File: src/rtl/similarity_transform_unit_assert.svh
// ----------------------------------------------------------------------------
// Assertion macros for the similarity transform unit
// Shared concurrent assertion forms, clocked on clk and disabled in reset.
// ----------------------------------------------------------------------------
`ifndef SIMILARITY_TRANSFORM_UNIT_ASSERT_SVH
`define SIMILARITY_TRANSFORM_UNIT_ASSERT_SVH

// Condition implies consequence in the same cycle.
`define STU_ASSERT_HOLDS(label, ante, cons, msg) \
    label: assert property (@(posedge clk) disable iff (!rst_n) (ante) |-> (cons)) \
        else $error(msg);

// Condition implies consequence in the next cycle.
`define STU_ASSERT_NEXT(label, ante, cons, msg) \
    label: assert property (@(posedge clk) disable iff (!rst_n) (ante) |=> (cons)) \
        else $error(msg);

`endif

File: src/rtl/stu_pkg.sv
`timescale 1ns / 1ps
// ----------------------------------------------------------------------------
// stu_pkg
// Types and constants shared by the similarity transform unit modules.
// ----------------------------------------------------------------------------
package stu_pkg;

    localparam int COORD_BITS_DEF    = 24;
    localparam int ROT_FRAC_BITS_DEF = 14;
    localparam int SCALE_W           = 16;
    localparam int SCALE_FRAC        = 8;
    localparam int CFG_IDX_W         = 3;
    localparam int NUM_AXES          = 3;
    localparam logic [SCALE_W-1:0] SCALE_RESET = 16'd256;

    typedef enum logic [1:0] {
        REQ_POINT,
        REQ_VECTOR,
        REQ_DIRECTION,
        REQ_BOX
    } req_type_t;

    typedef enum logic [CFG_IDX_W-1:0] {
        CFG_SCALE,
        CFG_ROT_ROW0,
        CFG_ROT_ROW1,
        CFG_ROT_ROW2,
        CFG_TRANS_X,
        CFG_TRANS_Y,
        CFG_TRANS_Z
    } cfg_reg_t;

    typedef struct packed {
        req_type_t req_type;
        logic      ident;
    } ctrl_t;

    typedef struct packed {
        logic s1;
        logic s2;
        logic s3;
        logic s4;
    } pipe_en_t;

endpackage

File: src/rtl/stu_merge.sv
`timescale 1ns / 1ps
// ----------------------------------------------------------------------------
// stu_merge
// Combines the three lane results into one output item and holds it.
// ----------------------------------------------------------------------------
module stu_merge
    import stu_pkg::*;
#(
    parameter int COORD_BITS = COORD_BITS_DEF,
    localparam int DATA_W    = ((6 * COORD_BITS + 7) / 8) * 8
)
(
    input  logic                         clk,
    input  logic                         rst_n,
    input  logic                         vld,
    input  logic                         last,
    input  logic signed [COORD_BITS-1:0] res_a [NUM_AXES],
    input  logic signed [COORD_BITS-1:0] res_b [NUM_AXES],
    input  logic [NUM_AXES-1:0]          clip,
    output logic                         ready,
    output logic                         tvalid,
    input  logic                         tready,
    output logic [DATA_W-1:0]            tdata,
    output logic                         tuser,
    output logic                         tlast
);

    logic              valid_reg;
    logic [DATA_W-1:0] data_next, data_reg;
    logic              clip_reg, last_reg;

    assign ready = !valid_reg || tready;

    always_comb
    begin
        data_next = '0;
        for (int k = 0; k < NUM_AXES; k++)
        begin
            data_next[k*COORD_BITS +: COORD_BITS]              = res_a[k];
            data_next[(NUM_AXES+k)*COORD_BITS +: COORD_BITS]   = res_b[k];
        end
    end

    always_ff @(posedge clk or negedge rst_n)
    begin
        if (!rst_n)
        begin
            valid_reg <= 1'b0;
        end
        else if (ready)
        begin
            valid_reg <= vld;
        end
    end

    always_ff @(posedge clk)
    begin
        if (ready)
        begin
            data_reg <= data_next;
            clip_reg <= |clip;
            last_reg <= last;
        end
    end

    assign tvalid = valid_reg;
    assign tdata  = data_reg;
    assign tuser  = clip_reg;
    assign tlast  = last_reg;

endmodule

File: config.mk
export PLATFORM = sky130hd
export DESIGN_NAME = stu_merge
export DESIGN_NICKNAME = d
export VERILOG_FILES = /design/src/rtl/similarity_transform_unit_assert.svh /design/src/rtl/stu_pkg.sv /design/src/rtl/stu_merge.sv
export SDC_FILE = /design/constraint.sdc
export NUM_CORES = 1
export LEC_CHECK = 0
export BUFFER_PORTS_ARGS = -buffer_cell sky130_fd_sc_hd__buf_2
export CORE_AREA = 2 2 116 118
export DETAILED_ROUTE_END_ITERATION = 12
export DIE_AREA = 0 0 118 120
export HOLD_SLACK_MARGIN = 0.15
export PLACE_DENSITY = 0.68
export SLEW_MARGIN = 20
export SYNTH_ARGS = -nofsm -noshare
export SYNTH_HDL_FRONTEND = slang
export SYNTH_SLANG_ARGS = --single-unit
File: constraint.sdc
create_clock -name clk -period 16.3 [get_ports clk]
set_input_delay 3.26 -clock clk [delete_from_list [all_inputs] [get_ports clk]]
set_output_delay 3.26 -clock clk [all_outputs]
set_load 0.005 [all_outputs]
==> Yosys cells after proc, flatten, opt, wreduce, memory -nomap -nowiden <==
Cells that the tools add are included.
{ "totals": {"output_inout_bits": 148, "in_bits": 152, "reg_bits": 147} }
{ "classes": {"n_reduce_logical": 3} }
{ "ops": {"columns": ["op", "n"], "rows": [
  ["$reduce_or A3 Y1", 1],
  ["$logic_not A1 Y1", 1],
  ["$logic_or A1 B1 Y1", 1]
]} }

==> Logic depth before layout (Yosys ltp) <==
{ "logic_depth": {"word_depth": 2, "depth_mapped": 2} }

==> Worst setup path after synthesis <==
Ideal clock, no wire load.
{ "synth_path": {"path_type": "in2out", "start": "input port tready", "end": "output port ready", "t_arrival_ns": 6.830, "cell_stages": 1, "required_ns": 13.040, "setup_slack_ns": 6.210, "cell_sequence": "nand2b_1"} }
{ "synth_via": {"elab_chain_len": 1} }
{ "synth_lines": {"columns": ["element", "line_no", "rtl"], "rows": [
  ["from (decl)", "stu_merge.sv:22", "input logic tready,"],
  ["$logic_or A1 B1 Y1", "stu_merge.sv:32", "assign ready = !valid_reg || tready;"],
  ["to (decl)", "stu_merge.sv:20", "output logic ready,"]
]} }
Every way passes these cells.

==> Final worst setup path <==
Same ends and word-level chain as after synthesis.

==> results.json <==
{
  "status": "completed",
  "crit_buf_inv": 3,
  "htree_levels": 4,
  "num_vias": 2754,
  "ir_worst_vdd_uv": 93.3,
  "worstPathCellList": "buf_2, nand2b_4, buf_4, buf_2",
  "grt_pass1_vias": 2819,
  "cp.required_ns": 13.04,
  "arrival_ns": 4.43,
  "clockRootBuffer": "clkbuf_16",
  "syn_to_final_growth_pct": 50.4,
  "cp-start-kind": "input port",
  "worst_slew_pin_slew_ns": 0.929,
  "nNetsFinal": 622,
  "cpPeakStageDelay_ns": 0.68,
  "place.gp.congestion": 0.782,
  "yosysWarnings": 0,
  "avgSynthCellArea_sq_um": 29.5,
  "rsz0062_at_grt": "no",
  "setup_viol": 0,
  "cp_max_fo": 77,
  "final_common_cell": "buf_2",
  "pwr-share-comb_pct": 6.9,
  "insertedDiodeCount": 0,
  "antenna_left": 0,
  "met3_wirelength_microns": 1150,
  "clockBufferDepth": 2,
  "seq_area_sq_um": 4410,
  "intPower_mw": 0.670,
  "met1Wirelength_microns": 3550,
  "multiInputGateArea_sq_um": 26.3,
  "final_cell_mix": "buf_2, edfxtp_1, clkbuf_16, clkbuf_1, clkinv_2",
  "numCtsBuffers": 17,
  "holdBufCountCts": 0,
  "avgViaCountPerCell": 4.18,
  "wl_met2_microns": 5110,
  "setup.worst_path.class": "in2out",
  "grt_max_degree": 78,
  "syn-cell-area_sq_um": 4430,
  "path_delay_family": "buffers and inverters",
  "leakagePower_nw": 2.91,
  "cp-end-kind": "output pin",
  "syn_inst": 150,
  "cts_num_sinks": 147,
  "floorplan.initialDensity_pct": 34.1,
  "fmax_mhz": 130,
  "cpMaxStageDelayCell": "buf_4",
  "clk_pin_slew_ns": 0.05,
  "ys_ff_latch": 147,
  "yosysUniqueCellTypes": 4,
  "drive_above_1_share_pct": 67.3,
  "whs_ns": 1.06,
  "port_buffers": 299,
  "p_seq_share_pct": 54.3,
  "cap_violations": 0,
  "switching_power_mw": 0.167,
  "grt_pass1_wl_microns": 14500,
  "grt-ovfl-total": 0,
  "wirelength_microns": 10000,
  "antenna_found_initial": 0,
  "reg2reg_slack_ns": 13.87,
  "rows": 42,
  "highest_layer": "met4",
  "p_sw_share_pct": 20.0,
  "die_area_sq_um": 14200,
  "ios": 300,
  "dieWidth_microns": 118,
  "wl_per_cell_microns": 15.2,
  "worst-r2r-cell-count": 3,
  "slew_headroom_pct": 38.1,
  "drtIter0Drc": 175,
  "remaining_drc_errors": 0,
  "clk_latency_ns": 0.40,
  "ys_seq_area_share_pct": 99.6,
  "clock_power_share_pct": 38.9,
  "die_h_microns": 120,
  "power.density_nw_per_um2": 126,
  "period_needed_ns": 7.69,
  "finClkSkew_ns": 0.00401,
  "path_depth": 4,
  "fin_crit_sh_pct": 47.2,
  "worst_path_most_repeated_cell": "buf_2",
  "grt_usage_pct": 14.2,
  "cts_setup_buffers": 0,
  "cts_resized": 0,
  "fillers": 1086,
  "finalHoldViolCount": 0,
  "drt-pass1-iter-count": 4,
  "synthesis.nets": 302,
  "core_sq_um": 13000,
  "cts_tree": "yes",
  "whs_path_depth": 3,
  "hold_class": "reg2reg",
  "setup_tns_ns": 0,
  "slew_violations": 0
}
==> stage by stage <==
stage                     power [mW]  cells  setup WS [ns]  utilization (%)  area (sq um)
after floorplan                0.476    150           6.21                -          4430
after global placement         0.519    627           8.62             47.5          6170
after detailed placement       0.521    627           8.59             47.5          6170
after CTS                      0.848    659           8.59             51.3          6660
after global routing           0.870    659           8.51             51.3          6660
final                          0.837    659           8.61             51.3          6660
==> power groups by stage <==
stage,registers [mW],clock network (mW),logic [mW]
after floorplan,0.470,0,0.00687
after global placement,0.462,0,0.0576
after detailed placement,0.462,0,0.0586
after CTS,0.455,0.335,0.0587
after global routing,0.457,0.350,0.0629
final,0.454,0.325,0.0574
==> worst reg2reg max path, cell delays in order (launching register included) <==
cell,delay [ns]
dfrtp_1,0.41
nand2b_4,0.08
buf_4,0.68
buf_4,0.82
==> flip-flops by register name, indices dropped and copies added, names as in the netlist <==
signal / cells
tdata: 144
tlast: 1
tuser: 1
tvalid: 1
==> worst paths after layout <==
check,from,end
worst max-delay path,tready,ready
worst max register to register,tvalid,tdata[52]
worst min register to register,tvalid,tvalid
min in group asynchronous,rst_n,tvalid
max in group asynchronous,rst_n,tvalid
worst min-delay path,tvalid,tvalid
==> cell families (layout without fill, tap and decap cells) <==
kind of cell | Yosys count | in the layout | share of synthesized area, %
buffers and inverters | 0 | 333 | 0
flip-flops | 147 | 147 | 99.6
AND/OR/NAND/NOR | 3 | 3 | 0.424
==> Yosys cell counts <==
master / instances / area share [%]
dfrtp_1: 1 / 0.57
or3_1: 1 / 0.14
edfxtp_1: 146 / 99
nand2b_1: 2 / 0.28
==> metal layers <==
| layer | global-route usage (%) | vias to the layer above |
|---|---|---|
| met3 | 7.98 | 16 |
| met5 | 0 | - |
| met1 | 14.4 | 1283 |
| met4 | 6.63 | 0 |
| met2 | 23.8 | 201 |
| li1 | - | 1254 |
==> area by class of cell <==
cell class | count | share of cell area (%)
sequential | 147 | 66.2
timing repair buffer | 301 | 22.7
clock buffer | 26 | 6.90
tap | 176 | 3.31
clock inverter | 6 | 0.489
multi-input combinational | 3 | 0.395
Power figures use the tool's default switching activity.
