File: src/rtl/similarity_transform_unit_assert.svh
// ----------------------------------------------------------------------------
// Assertion macros for the similarity transform unit
// Shared concurrent assertion forms, clocked on clk and disabled in reset.
// ----------------------------------------------------------------------------
`ifndef SIMILARITY_TRANSFORM_UNIT_ASSERT_SVH
`define SIMILARITY_TRANSFORM_UNIT_ASSERT_SVH

// Condition implies consequence in the same cycle.
`define STU_ASSERT_HOLDS(label, ante, cons, msg) \
    label: assert property (@(posedge clk) disable iff (!rst_n) (ante) |-> (cons)) \
        else $error(msg);

// Condition implies consequence in the next cycle.
`define STU_ASSERT_NEXT(label, ante, cons, msg) \
    label: assert property (@(posedge clk) disable iff (!rst_n) (ante) |=> (cons)) \
        else $error(msg);

`endif

File: src/rtl/stu_pkg.sv
`timescale 1ns / 1ps
// ----------------------------------------------------------------------------
// stu_pkg
// Types and constants shared by the similarity transform unit modules.
// ----------------------------------------------------------------------------
package stu_pkg;

    localparam int COORD_BITS_DEF    = 24;
    localparam int ROT_FRAC_BITS_DEF = 14;
    localparam int SCALE_W           = 16;
    localparam int SCALE_FRAC        = 8;
    localparam int CFG_IDX_W         = 3;
    localparam int NUM_AXES          = 3;
    localparam logic [SCALE_W-1:0] SCALE_RESET = 16'd256;

    typedef enum logic [1:0] {
        REQ_POINT,
        REQ_VECTOR,
        REQ_DIRECTION,
        REQ_BOX
    } req_type_t;

    typedef enum logic [CFG_IDX_W-1:0] {
        CFG_SCALE,
        CFG_ROT_ROW0,
        CFG_ROT_ROW1,
        CFG_ROT_ROW2,
        CFG_TRANS_X,
        CFG_TRANS_Y,
        CFG_TRANS_Z
    } cfg_reg_t;

    typedef struct packed {
        req_type_t req_type;
        logic      ident;
    } ctrl_t;

    typedef struct packed {
        logic s1;
        logic s2;
        logic s3;
        logic s4;
    } pipe_en_t;

endpackage

File: src/rtl/stu_scale_lane.sv
`timescale 1ns / 1ps
// ----------------------------------------------------------------------------
// stu_scale_lane
// One axis: scales the item and forms the rotation operands (two stages).
// ----------------------------------------------------------------------------
module stu_scale_lane
    import stu_pkg::*;
#(
    parameter int COORD_BITS = COORD_BITS_DEF,
    localparam int UW        = COORD_BITS + 9
)
(
    input  logic                         clk,
    input  pipe_en_t                     en,
    input  ctrl_t                        ctrl,
    input  logic [SCALE_W-1:0]           scale,
    input  logic signed [COORD_BITS-1:0] a,
    input  logic signed [COORD_BITS-1:0] b,
    output logic signed [UW-1:0]         u,
    output logic signed [UW-1:0]         w
);

    localparam int PW = COORD_BITS + SCALE_W + 1;
    localparam logic signed [PW:0]   HALF8 = (PW+1)'(1) << (SCALE_FRAC - 1);
    localparam logic signed [PW+1:0] HALF9 = (PW+2)'(1) << SCALE_FRAC;

    logic signed [SCALE_W:0]         s_ext;
    logic signed [PW-1:0]            as_reg, bs_reg;
    logic signed [COORD_BITS-1:0]    a_reg;
    logic signed [PW:0]              as_h, bs_h;
    logic signed [PW+1:0]            sum_h, dif_h;
    logic signed [UW-1:0]            u8, b8, c9, w9;
    logic signed [UW-1:0]            u_next, w_next;
    logic signed [UW-1:0]            u_reg, w_reg;

    assign s_ext = {1'b0, scale};

    always_ff @(posedge clk)
    begin
        if (en.s1)
        begin
            as_reg <= PW'(a) * PW'(s_ext);
            bs_reg <= PW'(b) * PW'(s_ext);
            a_reg  <= a;
        end
    end

    always_comb
    begin
        as_h  = (PW+1)'(as_reg) + HALF8;
        bs_h  = (PW+1)'(bs_reg) + HALF8;
        sum_h = (PW+2)'(as_reg) + (PW+2)'(bs_reg) + HALF9;
        dif_h = (PW+2)'(bs_reg) - (PW+2)'(as_reg) + HALF9;
        u8    = UW'(as_h >>> SCALE_FRAC);
        b8    = UW'(bs_h >>> SCALE_FRAC);
        // box centre and half-width drop one extra bit for the halving
        c9    = UW'(sum_h >>> (SCALE_FRAC + 1));
        w9    = UW'(dif_h >>> (SCALE_FRAC + 1));
        case (ctrl.req_type)
            REQ_DIRECTION:
            begin
                u_next = UW'(a_reg);
                w_next = '0;
            end
            REQ_BOX:
            begin
                u_next = ctrl.ident ? u8 : c9;
                w_next = ctrl.ident ? b8 : w9;
            end
            default:
            begin
                u_next = u8;
                w_next = '0;
            end
        endcase
    end

    always_ff @(posedge clk)
    begin
        if (en.s2)
        begin
            u_reg <= u_next;
            w_reg <= w_next;
        end
    end

    assign u = u_reg;
    assign w = w_reg;

endmodule

File: config.mk
export PLATFORM = sky130hd
export DESIGN_NAME = stu_scale_lane
export DESIGN_NICKNAME = d
export VERILOG_FILES = /design/src/rtl/similarity_transform_unit_assert.svh /design/src/rtl/stu_pkg.sv /design/src/rtl/stu_scale_lane.sv
export SDC_FILE = /design/constraint.sdc
export NUM_CORES = 2
export LEC_CHECK = 0
export ABC_AREA = 1
export BUFFER_PORTS_ARGS = -buffer_cell sky130_fd_sc_hd__buf_4
export CORE_MARGIN = 8
export CORE_UTILIZATION = 50
export DETAILED_ROUTE_END_ITERATION = 8
export PLACE_DENSITY = 0.66
export SYNTH_ARGS = -nofsm -noshare
export SYNTH_HDL_FRONTEND = slang
export SYNTH_SLANG_ARGS = --single-unit
File: constraint.sdc
create_clock -name clk -period 7.1 [get_ports clk]
set_clock_uncertainty 0.1 [all_clocks]
set_input_delay 0.355 -clock clk [delete_from_list [all_inputs] [get_ports clk]]
set_output_delay 0.355 -clock clk [all_outputs]
set_load 0.02 [all_outputs]
; ---- After elaboration in Yosys (flattened, before gate mapping)
; Index checks and enable logic that the tools add are counted.
[classes]
n_addsub = 6
n_mul = 2
eq_ne = 2
mux = 3
[ops]
columns = operator, n
row1 = $add 42x10->42 const B, 2
row2 = $add 41x9->41 const B, 2
row3 = $mul 24x17->41, 2
row4 = $mux 33, 2
row5 = $pmux 33 s2, 1
row6 = $add 41x41->42, 1
row7 = $sub 41x41->42, 1
row8 = $eq 2x2->1 const B, 2
[totals]
regBits = 172
input_bits = 72
elab_cells = 18

; ---- Longest topological paths before layout
[logic_depth]
word_depth = 4
depth_mapped = 27

; ---- Least setup slack after synthesis
; Ideal clock, no wire load.
[synth_timing]
kind = input to register
from = input port scale[3]
to = register as_reg[40] (data pin)
setup_time_ns = 0.260
arrival_time_ns = 5.607
required_time_ns = 6.740
path_slack_ns = 1.132
cell_stages = 22
n_path_buf = 2
cell_sequence = clkbuf_1 -> clkbuf_1 -> nand2_1 -> fa_1 -> fa_1 -> inv_1 -> fa_1 -> fa_1 -> fa_1 -> inv_1 -> fa_1 -> inv_1 -> ha_1 -> nand2_1 -> nor2_1 -> inv_1 -> nor2_1 -> inv_1 -> nor3_1 -> nand3_1 -> nand3_1 -> xor2_1
[synth_between]
elab_chain_cells = 1
[synth_lines]
columns = element, line_no
row1 = "start, declared", stu_scale_lane.sv:16  ; input logic [SCALE_W-1:0] scale,
row2 = $mul 24x17->41, stu_scale_lane.sv:42  ; as_reg <= PW'(a) * PW'(s_ext);
row3 = "end signal, assigned", stu_scale_lane.sv:42
row4 = "end, declared", stu_scale_lane.sv:28  ; logic signed [PW-1:0] as_reg, bs_reg;
; No other way between the ends.
; A chain may end at the register's enable or synchronous reset.

; ---- Worst setup path after layout
[layout_timing]
from = input port scale[2]
to = register as_reg[37] (data pin)
; Same word-level chain as after synthesis.

==> run summary <==
CTS tree - built
Crit path max-delay family - adder cells
fmax - 166 MHz
Min Clock Period, post-route - 6.02 ns
Synth Net Count - 7065
clk_lat worst skew - 0.49 ns
Post-Route WL - 145000 um
initial antenna violation count - 1
clk slew on worst S/H paths - 0.07 ns
vias - 37284
hold crit path type - in -> reg
overall routing resource usage - 29.4%
die height - 314 um
Async SR Flop Fraction - 0%
global route overflow - 0
vias in the first global route - 38146
fin. max-slew vios - 0
Worst Path Max Fanout - 18
post-CTS sizing - 0
root buffer cell - clkbuf_16
Slowest-stage cell, CP - fa_1
dpl hpwl - 123000 um
Die ar. - 98700 um^2
n_diodes - 0
Final Wtd Congestion - 0.991
Post-CTS Setup Inserts - 0
cts bufs inserted - 17
Final TNS setup - 0 ns
Final setup violation count - 0
Setup crit start kind - primary input
EDFF count, synth - 172
DR iter-0 viols - 3117
Via density - 5.30
layout cells sized above 1 - 4.51%
CTS Buffer Depth - 2
relative slew slack - 39.6%
drt drc - 0
Routed Antenna Nets - 0
I/O Buffers - 135
area of the mapped netlist - 44400 um^2
status - finished clean
first-pass GRT wire length - 223000 um
DR pass1 iterations - 6
Worst Path Buf+Inv - 5
I/O pin count - 138
synthesized flop and latch total - 172
Main synth FF type - edfxtp_1
Post-Syn Instances - 5877
Mean Syn Cell Area - 7.56 um^2
Critical Path Sink Type - register
core area - 88200 um^2
H-tree lvl count - 4
# hold bufs at CTS - 0
CP Class - in -> reg
Die X - 314 um
Initial Util - 50.4%
final worst path period share - 84.8%
MaxCap Viol Count - 0
unrepaired setup endpoints after global routing - false
Netlist cell types - 55
Worst EP arrival - 6.13 ns
final hold vios - 0
NumNets Final - 7046
Worst Path Required - 7.21 ns
CP peak stage delay - 0.76 ns
WL per Instance - 20.7 um
Top cell by count, worst path - fa_1
Worst-Margin Slew - 0.906 ns
TritonCTS Sinks - 172
register area share after synthesis - 11.6%
Area Overhead vs Synth - 5.74%
std cell rows - 109
largest net degree at the start of global routing - 74
CP cell instances - buf_4 > nand2_1 > fa_1 > fa_1 > inv_1 > fa_1 > fa_1 > fa_1 > inv_1 > fa_1 > inv_1 > ha_1 > nand2_1 > inv_1 > a21oi_1 > o221ai_1 > a21oi_1 > nand3_1 > xor2_1
yosys warns - 0
through the flow:
stage	worst slack [ns]	cells	hold WS (ns)	util, %	area [um^2]
floorplan	1.13	5877	0.354	-	44400
global placement	0.659	7004	0.439	52.6	46400
detailed placement	0.638	7004	0.458	52.6	46400
CTS	1.13	7036	0.170	53.3	47000
global route	0.763	7036	0.183	53.3	47000
finish	1.08	7036	0.189	53.3	47000
layer usage:
metal	up-vias	global-route usage [%]	routed length, um
li1	17385	-	-
met1	18279	39.6	61800
met2	1366	48.8	67800
met3	254	3.03	9430
met4	0	11.4	6290
met5	-	0	0
cell usage in the layout (no fill, tap or decap), types with 5 or more instances in the layout:
cell type and n:
xnor2_1 34, nor4_2 6, o211ai_1 16, fa_1 754, buf_4 161, edfxtp_1 172
nand3_1 186, nor2_1 283, inv_2 10, nor2_2 8, a21o_1 31, nand2_1 1516
ha_1 362, nor3_2 5, nor3_1 46, o221ai_1 6, o21bai_1 24, nor4_1 13
or2_2 8, o21ai_0 133, o21ai_2 5, nand4_1 49, xor2_1 97, a21oi_1 260
a21boi_0 6, a31oi_1 12, nand3b_1 8, o21ai_1 8, clkbuf_16 17, inv_1 1574
kinds of logic (layout without fill, tap and decap cells):
logic type / after synthesis / in the layout / share of synthesized area (%)
adder cells (fa/ha/maj): 1116 / 1116 / 44.2
XOR/XNOR: 132 / 132 / 2.62
buffers and inverters: 1786 / 1780 / 15.1
flip-flops: 172 / 172 / 11.6
AND/OR/NAND/NOR: 2154 / 2154 / 20.0
AO/OA/AOI/OAI: 517 / 517 / 6.53
worst paths after layout:
check | startpoint | to | slack [ns] | cells past startpoint
setup / recovery | scale[2] | as_reg[37] | 1.08 | 19
hold / removal | a[23] | a_reg[23] | 0.19 | 1
setup reg to reg | as_reg[27] | u[27] | 3.32 | 13
hold reg to reg | a_reg[14] | u[14] | 0.46 | 2
area by class of cell:
| type | instances | area (um^2) |
|---|---|---|
| fillers | 8672 | 41200 |
| multi-input cells | 3919 | 32600 |
| inverters | 1585 | 5950 |
| clock inverters | 15 | 173 |
| repair buffers | 163 | 1250 |
| clock buffers | 17 | 425 |
| well taps | 1165 | 1460 |
| flip-flops and latches | 172 | 5160 |
cells in the mapped netlist, drive strengths merged (35+ instances only):
| master | instances | share of area (%) |
|---|---|---|
| nor3 | 55 | 0.78 |
| nor2 | 293 | 2.6 |
| a21oi | 263 | 3.0 |
| ha | 362 | 10 |
| edfxtp | 172 | 12 |
| o21ai | 146 | 1.7 |
| nand4 | 49 | 0.69 |
| clkbuf | 194 | 1.6 |
| nand2 | 1520 | 13 |
| fa | 754 | 34 |
| xor2 | 97 | 1.9 |
| inv | 1585 | 13 |
| xnor2 | 35 | 0.71 |
| nand3 | 190 | 2.2 |
Power is not shown: default switching activity piles up to over one toggle a cycle in this logic, so the estimate is an artifact.
